$ cat src/rtl/bounded_deque_with_search_top_assert.svh
// assertion macros for the bounded deque with search
`ifndef BOUNDED_DEQUE_WITH_SEARCH_TOP_ASSERT_SVH
`define BOUNDED_DEQUE_WITH_SEARCH_TOP_ASSERT_SVH

`ifndef ASSERT_OFF
`define BDQ_ASSERT_IMP(lbl, clk, rst_n, ante, cons) \
	lbl: assert property (@(posedge clk) disable iff (!rst_n) (ante) |-> (cons)) \
		else $error("bdq assertion failed");
`define BDQ_ASSERT_NXT(lbl, clk, rst_n, ante, cons) \
	lbl: assert property (@(posedge clk) disable iff (!rst_n) (ante) |=> (cons)) \
		else $error("bdq assertion failed");
`else
`define BDQ_ASSERT_IMP(lbl, clk, rst_n, ante, cons)
`define BDQ_ASSERT_NXT(lbl, clk, rst_n, ante, cons)
`endif

`endif

$ cat src/rtl/bdq_pkg.sv
// shared types and constants of the bounded deque with search
`timescale 1ns / 1ps

package bdq_pkg;

	localparam int DEPTH_DEF = 32;
	localparam int VAL_W     = 32;
	localparam int POS_W     = 16;
	localparam int FOUND_W   = 5;
	localparam int ENT_W     = 6;

	typedef enum logic [2:0] {
		OP_APPEND  = 3'd0,
		OP_PREPEND = 3'd1,
		OP_POP     = 3'd2,
		OP_READ    = 3'd3,
		OP_SEARCH  = 3'd4
	} op_t;

	typedef enum logic [2:0] {
		ST_OK       = 3'd0,
		ST_FULL     = 3'd1,
		ST_EMPTY    = 3'd2,
		ST_RANGE    = 3'd3,
		ST_NOTFOUND = 3'd4
	} status_t;

	// per-transfer commands broadcast to every cell, already qualified
	typedef struct packed {
		logic cap;
		logic shift;
		logic append;
		logic search;
		logic read;
	} cell_ctrl_t;

endpackage

$ cat src/rtl/bdq_cell.sv
// one storage cell of the deque: holds an entry, shifts right, compares
`timescale 1ns / 1ps

module bdq_cell import bdq_pkg::*; #(
	parameter int CELL_IDX = 0,
	parameter int CNT_W    = 6
) (
	input  logic               clk,
	input  cell_ctrl_t         ctrl,
	input  logic [CNT_W-1:0]   count,
	input  logic [VAL_W-1:0]   value,
	input  logic [POS_W-1:0]   position,
	input  logic [VAL_W-1:0]   left_data,
	output logic [VAL_W-1:0]   data_q,
	output logic               match_s1,
	output logic [VAL_W-1:0]   rdata_s1
);

	localparam logic [CNT_W-1:0] IDX_CNT = CNT_W'(CELL_IDX);
	localparam logic [POS_W-1:0] IDX_POS = POS_W'(CELL_IDX);

	logic occ;
	logic sel;
	logic hit;

	assign occ = IDX_CNT < count;
	assign sel = ctrl.read && occ && (position == IDX_POS);
	assign hit = ctrl.search && occ && (data_q == value);

	always_ff @(posedge clk) begin
		if (ctrl.shift) begin
			data_q <= left_data;
		end else if (ctrl.append && (count == IDX_CNT)) begin
			data_q <= value;
		end
	end

	// compare results use the entries as they were before the transfer
	always_ff @(posedge clk) begin
		if (ctrl.cap) begin
			match_s1 <= hit;
			rdata_s1 <= sel ? data_q : '0;
		end
	end

endmodule

$ cat src/rtl/bounded_deque_with_search_top.sv
// bounded deque with search: one result for each input transfer
// a new item is taken only once the last one's result is registered: cells
// compare, then the result stage reduces their outputs into the result register
// a result may wait in its register while the next item is taken
// reset clears the entry count and handshake state; cell contents are unknown
`timescale 1ns / 1ps

`include "bounded_deque_with_search_top_assert.svh"

module bounded_deque_with_search_top import bdq_pkg::*; #(
	parameter int DEPTH = DEPTH_DEF
) (
	input  logic                      clk,
	input  logic                      arst_n,
	input  logic                      req_valid,
	output logic                      req_stall,
	input  logic [2:0]                operation,
	input  logic signed [VAL_W-1:0]   value,
	input  logic [POS_W-1:0]          position,
	output logic                      rsp_valid,
	input  logic                      rsp_stall,
	output logic [2:0]                status,
	output logic signed [VAL_W-1:0]   data,
	output logic [FOUND_W-1:0]        found_at,
	output logic [ENT_W-1:0]          entries
);

	localparam int CNT_W = $clog2(DEPTH + 1);
	localparam int IDX_W = $clog2(DEPTH);
	localparam logic [CNT_W-1:0] FULL_CNT = CNT_W'(DEPTH);

	logic               accept;
	logic               busy_q;
	logic [CNT_W-1:0]   count_q;
	logic               full;
	logic               empty;
	cell_ctrl_t         ctrl;
	logic [2:0]         op_s1;
	logic [2:0]         status_s1;
	logic [2:0]         pre_status;

	logic [VAL_W-1:0]   cell_data  [DEPTH];
	logic [VAL_W-1:0]   shift_in   [DEPTH];
	logic [VAL_W-1:0]   cell_rdata [DEPTH];
	logic [DEPTH-1:0]   cell_match;

	logic               out_free;
	logic               rsp_valid_q;
	logic [2:0]         status_q;
	logic [VAL_W-1:0]   data_q;
	logic [FOUND_W-1:0] found_q;
	logic [ENT_W-1:0]   ent_q;
	logic [VAL_W-1:0]   rd_or;
	logic               hit_any;
	logic [IDX_W-1:0]   hit_idx;

	assign req_stall = busy_q;
	assign accept    = req_valid && !busy_q;
	assign full      = count_q == FULL_CNT;
	assign empty     = count_q == '0;
	assign out_free  = !rsp_valid_q || !rsp_stall;

	always_comb begin
		ctrl        = '0;
		ctrl.cap    = accept;
		ctrl.shift  = accept && (operation == OP_PREPEND) && !full;
		ctrl.append = accept && (operation == OP_APPEND) && !full;
		ctrl.search = accept && (operation == OP_SEARCH);
		ctrl.read   = accept && (operation == OP_READ);
	end

	always_comb begin
		pre_status = ST_OK;
		unique case (operation)
			OP_APPEND, OP_PREPEND: begin
				if (full) pre_status = ST_FULL;
			end
			OP_POP: begin
				if (empty) pre_status = ST_EMPTY;
			end
			OP_READ: begin
				if ({{(POS_W + 1 - CNT_W){1'b0}}, count_q} <= {1'b0, position})
					pre_status = ST_RANGE;
			end
			OP_SEARCH: begin
				pre_status = ST_NOTFOUND;
			end
			default: begin
				pre_status = ST_OK;
			end
		endcase
	end

	always_ff @(posedge clk or negedge arst_n) begin
		if (!arst_n) begin
			count_q <= '0;
			busy_q  <= 1'b0;
		end else begin
			if (accept) begin
				busy_q <= 1'b1;
				if (((operation == OP_APPEND) || (operation == OP_PREPEND)) && !full)
					count_q <= count_q + 1'b1;
				else if ((operation == OP_POP) && !empty)
					count_q <= count_q - 1'b1;
			end else if (busy_q && out_free) begin
				busy_q <= 1'b0;
			end
		end
	end

	always_ff @(posedge clk) begin
		if (accept) begin
			op_s1     <= operation;
			status_s1 <= pre_status;
		end
	end

	// cell 0 takes the new value on prepend, the rest shift from the left
	for (genvar g = 0; g < DEPTH; g++) begin : g_cell
		if (g == 0) begin : g_head
			assign shift_in[g] = value;
		end else begin : g_body
			assign shift_in[g] = cell_data[g-1];
		end

		bdq_cell #(
			.CELL_IDX (g),
			.CNT_W    (CNT_W)
		) u_cell (
			.clk       (clk),
			.ctrl      (ctrl),
			.count     (count_q),
			.value     (value),
			.position  (position),
			.left_data (shift_in[g]),
			.data_q    (cell_data[g]),
			.match_s1  (cell_match[g]),
			.rdata_s1  (cell_rdata[g])
		);
	end

	// at most one cell holds nonzero read data
	always_comb begin
		rd_or = '0;
		for (int i = 0; i < DEPTH; i++) begin
			rd_or = rd_or | cell_rdata[i];
		end
	end

	// first matching cell from the front wins
	always_comb begin
		hit_any = 1'b0;
		hit_idx = '0;
		for (int i = DEPTH - 1; i >= 0; i--) begin
			if (cell_match[i]) begin
				hit_any = 1'b1;
				hit_idx = IDX_W'(i);
			end
		end
	end

	always_ff @(posedge clk or negedge arst_n) begin
		if (!arst_n) begin
			rsp_valid_q <= 1'b0;
		end else begin
			if (busy_q && out_free) begin
				rsp_valid_q <= 1'b1;
			end else if (!rsp_stall) begin
				rsp_valid_q <= 1'b0;
			end
		end
	end

	// the count is captured here so a waiting result keeps it while the next item runs
	always_ff @(posedge clk) begin
		if (busy_q && out_free) begin
			data_q <= rd_or;
			ent_q  <= ENT_W'(count_q);
			if (op_s1 == OP_SEARCH) begin
				status_q <= hit_any ? ST_OK : ST_NOTFOUND;
				found_q  <= hit_any ? FOUND_W'(hit_idx) : '0;
			end else begin
				status_q <= status_s1;
				found_q  <= '0;
			end
		end
	end

	assign rsp_valid = rsp_valid_q;
	assign status    = status_q;
	assign data      = data_q;
	assign found_at  = found_q;
	assign entries   = ent_q;

	`BDQ_ASSERT_IMP(a_count_bound, clk, arst_n, 1'b1, count_q <= FULL_CNT)
	`BDQ_ASSERT_NXT(a_accept_busy, clk, arst_n, accept, busy_q && !accept)
	`BDQ_ASSERT_NXT(a_full_push_hold, clk, arst_n, accept && full && ((operation == OP_APPEND) || (operation == OP_PREPEND)), $stable(count_q))
	`BDQ_ASSERT_IMP(a_full_status, clk, arst_n, rsp_valid && (status == ST_FULL), entries == ENT_W'(FULL_CNT))

endmodule
$ cat config.mk
export PLATFORM = sky130hd
export DESIGN_NAME = bounded_deque_with_search_top
export DESIGN_NICKNAME = d
export VERILOG_FILES = /design/src/rtl/bdq_pkg.sv /design/src/rtl/bdq_cell.sv /design/src/rtl/bounded_deque_with_search_top.sv
export VERILOG_INCLUDE_DIRS = /design/src /design/src/rtl
export SDC_FILE = /design/constraint.sdc
export NUM_CORES = 2
export LEC_CHECK = 0
export ABC_AREA = 1
export BUFFER_PORTS_ARGS = -buffer_cell sky130_fd_sc_hd__buf_4
export CORE_ASPECT_RATIO = 0.75
export CORE_MARGIN = 3
export CORE_UTILIZATION = 32
export DETAILED_ROUTE_END_ITERATION = 10
export PLACE_DENSITY = 0.57
export SYNTH_ARGS = -nofsm -noshare
export SYNTH_HDL_FRONTEND = slang
export SYNTH_SLANG_ARGS = --single-unit
$ cat constraint.sdc
create_clock -name clk -period 42.7 [get_ports clk]
set_input_delay 2.135 -clock clk [delete_from_list [all_inputs] [get_ports clk]]
set_output_delay 2.135 -clock clk [all_outputs]
set_load 0.01 [all_outputs]
==> summary.md <==
| Metric | Value |
|---|---|
| Synth top area share | `between 60% and 70%` |
| Setup crit end | `g_cell[22].u_cell.data_q[13]$_DFFE_PP_` |
| Synth-to-layout area growth | `13.5%` |
| Standard cell core area | `0.291 mm²` |
| Final Cell Area | `0.107 mm²` |
| Unrepaired setup endpoints after global routing | `no` |
| Largest net degree at the start of global routing | `212` |
| Initial antenna violation count | `46` |
| Vias | `72.9k` |
| Antenna violation net count after detailed routing | `0` |
| DPL Wire Length | `341000 µm` |
| Slowest-stage cell, CP | `nand2_1` |
| Starting Density | `32.4%` |
| Pwr/cell area | `45.4 mW/mm²` |
| Combinational power share | `9.5%` |
| Int Pwr | `3.55 mW` |
| Util after Layout | `a little under two fifths` |
| R2R depth | `10` |
| Reg2reg start | `count_q[0]$_DFFE_PN0P_` |
| Most common cell after layout, fill and taps aside | `edfxtp_1` |
| Synth Area in XOR/XNOR | `4.93%` |
| Post-cts gate resize count | `0` |
| Synth Area in Compound Gates | `8.17%` |
| Violated checks | `max-capacitance violations, max-slew violations` |
| Worst min path class | `flop to flop` |
| Setup TNS | `0 ns` |
| Startpoint Class | `flop` |
| Clock-pin slew on the worst setup and hold paths | `around 0.060 ns` |
| CTS tree | `yes` |
| Distinct cells, synth | `52` |
| H-tree Lvls | `4` |
| Hold-fix buffers at CTS | `0` |
| Total CTS buffers | `roughly 230` |
| Port bufs | `102` |
| RR Endpoint | `g_cell[22].u_cell.data_q[13]$_DFFE_PP_` |
| Rows | `171` |
| Min cycle time layout | `around 6.2 ns` |
| Fmax | `0.161 GHz` |
| Seq/Total Area, Yosys | `68.1%` |
| Slew HR | `-10.8%` |
| Syn_area_per_cell | `11.4 µm²` |
| Routed WL per cell | `38.2 µm` |
| DRC viols | `0` |
| Critical Path Source | `count_q[0]$_DFFE_PN0P_` |
| Synth warnings | `0` |
| Status | `finished with violations` |
| Most frequent cells in the layout | `edfxtp_1, inv_1, nor2_1` |
| Final Routed Wirelength | `roughly 470000 µm` |
| WS Path Type | `flop to flop` |
| Die area | `about 0.3 mm²` |
| Peak VDD IR | `0.0319 mV` |
| Post-Syn Instances | `approximately 8.3k` |
| Mapped cell area | `about 0.094 mm²` |
| Slew @ Worst Pin | `1.65 ns` |
| Top_reg_cell synth | `edfxtp_1` |
| Vias in the first global route | `65.9k` |
| Fin crit share | `between 10% and 20%` |
| EDFF count, synth | `2132` |
| First-pass DRT Iterations | `8` |
| Worst-path fanout max | `146` |
| Fin. max-slew vios | `6` |
| Final setup viols | `0` |
| Clk_lat worst skew | `~0.95 ns` |
| Share of cells above drive strength 1 | `under 10%` |
| Worst reg2reg setup slack | `36.49 ns` |
| CTS Sinks | `roughly 2.1k` |
| Ports | `103` |
| Clock skew | `0.0880 ns` |
| Area share of fa/ha/maj cells after synthesis | `0.133%` |
| Fin. Hold Viols | `0` |
| GP Congestion | `roughly 1.1` |
| Power, Total | `approximately 4.9 mW` |
| Share of cell area taken by muxes after synthesis | `0%` |
| Max-Cap Viols | `5` |
| Global-route wire length before repair | `about 620000 µm` |
| Endpoint type of the worst setup path | `flop` |
| Synth Area in Simple Gates | `12.0%` |
| Hold slack final | `between 0.5 and 0.6 ns` |
| Syn Nets | `just over 8k` |
| Switching portion of total power | `26.9%` |
| Static Leakage | `slightly below 40 nW` |
| CP top delay family | `simple AND/OR/NAND/NOR gates` |
| Max Root-Sink Buffers | `4` |
| Net Switching | `1.31 mW` |
| Clock root buffer | `clkbuf_16` |
| Worst Path Required | `about 43 ns` |
| Via density | `5.89` |
| Fin nets | `8358` |
| Critical path, cell by cell | `inv_1 -> ha_1 -> inv_1 -> nor2_1 -> nand3_1 -> nand2_4 -> buf_4 -> buf_12 -> nand2_1 -> o21ai_0` |
| Starting DRC count in detailed routing | `14.5k` |
| Share of flip-flops with an asynchronous set or reset | `0.374%` |
| Overflow after GRT | `0` |
| Largest stage delay on the critical path | `~1.0 ns` |
| Clock power frac | `39.5%` |
| WP depth | `10` |
| Yosys top cell by area | `edfxtp_1` |
| Arr. time, crit path | `6.95 ns` |
| Most common cell on crit path | `inv_1` |
| Largest family of logic cells by synthesized area | `simple AND/OR/NAND/NOR gates` |
| CP bufs+invs | `4` |
| Seq pwr share | `between 50% and 60%` |
| Post-CTS setup buffers | `0` |
| Largest cells by area after synthesis | `edfxtp_1, o21ai_0, inv_1, nor2_1, xnor2_1` |
| Fillers | `between 20k and 30k` |
| Die Height | `476 µm` |
| #FFs+latches synth | `2140` |
| All-Layer GR Usage | `30.4%` |
| Chip width | `approximately 630 µm` |
| Cell area after placement | `roughly 0.1 mm²` |
==> area by class of cell <==
cell class | count | area (µm²) | share of cell area (%)
well taps | 3892 | 4870 | 4.55
clock inverters | 134 | 973 | 0.909
diodes | 22 | 55.1 | 0.0514
flip-flops and latches | 2140 | 64200 | 60.0
inverters | 1160 | 4360 | 4.07
clock buffers | 266 | 5830 | 5.44
multi-input cells | 4471 | 24400 | 22.8
repair buffers | 294 | 2300 | 2.15
==> stage by stage <==
stage / setup slack [ns] / cells
CTS: 36.73 / 12353
finish: 36.49 / 12379
detailed placement: 35.74 / 11953
floorplan: 26.07 / 8252
global route: 36.37 / 12367
global placement: 35.85 / 11953
==> how the worst min path moves through the flow <==
stage                                 from                       to  slack [ns]  depth (start not counted)
floorplan           count_q[2]$_DFFE_PN0P_     entries[2]$_DFFE_PP_        0.45                          0
global placement     req_stall$_DFFE_PN0P_    rsp_valid$_DFFE_PN0P_        0.50                          2
detailed placement   req_stall$_DFFE_PN0P_    rsp_valid$_DFFE_PN0P_        0.51                          2
CTS                  req_stall$_DFFE_PN0P_    rsp_valid$_DFFE_PN0P_        0.53                          2
global route         req_stall$_DFFE_PN0P_    rsp_valid$_DFFE_PN0P_        0.55                          2
finish              status_s1[1]$_DFFE_PP_  status[1]$_SDFFCE_PN0P_        0.52                          2
==> tightest hold or removal path, cell delays in order (launching register included) <==
cell      delay (ns)
edfxtp_1        0.32
inv_1           0.03
nor2_1          0.08
==> kinds of logic after synthesis <==
kind of cell	after synthesis
adders and majority gates	10
buffers and inverters	1641
AOI/OAI and AO/OA	1397
xor gates and xnor gates	531
DFF	2140
and+or+nand+nor	2533
==> sequential cells by signal, summed over array words and instances, names as in the netlist <==
register and flops:
entries 6, g_cell.u_cell.rdata_s1 1024, req_stall 1, status 3, found_at 5, count_q 6
op_s1 3, rsp_valid 1, data 32, g_cell.u_cell.match_s1 32, status_s1 3, g_cell.u_cell.data_q 1024
==> routing by layer <==
metal	vias to the layer above	track usage, %	routed length, µm
li1	28846	-	-
met5	-	0.460	447
met4	44	7.21	13400
met3	691	20.3	97800
met1	37223	43.3	192000
met2	6084	36.7	170000
==> synthesized netlist by cell type, drive strengths merged, types with 92 or more instances <==
cell type	count
buf	152
clkbuf	329
edfxtp	2132
inv	1150
nand2	660
nand3	92
nand4	233
nor2	1119
nor4	343
o21ai	1028
o22ai	189
xnor2	414
xor2	117
==> power groups by stage <==
stage	Clock, mW	Sequential [mW]	Combinational, mW
6_report	1.92	2.48	0.461
5_1_grt	1.99	2.49	0.465
4_1_cts	1.92	2.48	0.433
3_5_place_dp	0	2.52	0.431
3_3_place_gp	0	2.52	0.430
2_1_floorplan	0	2.55	0.196
(Power assumes the default switching activity.)
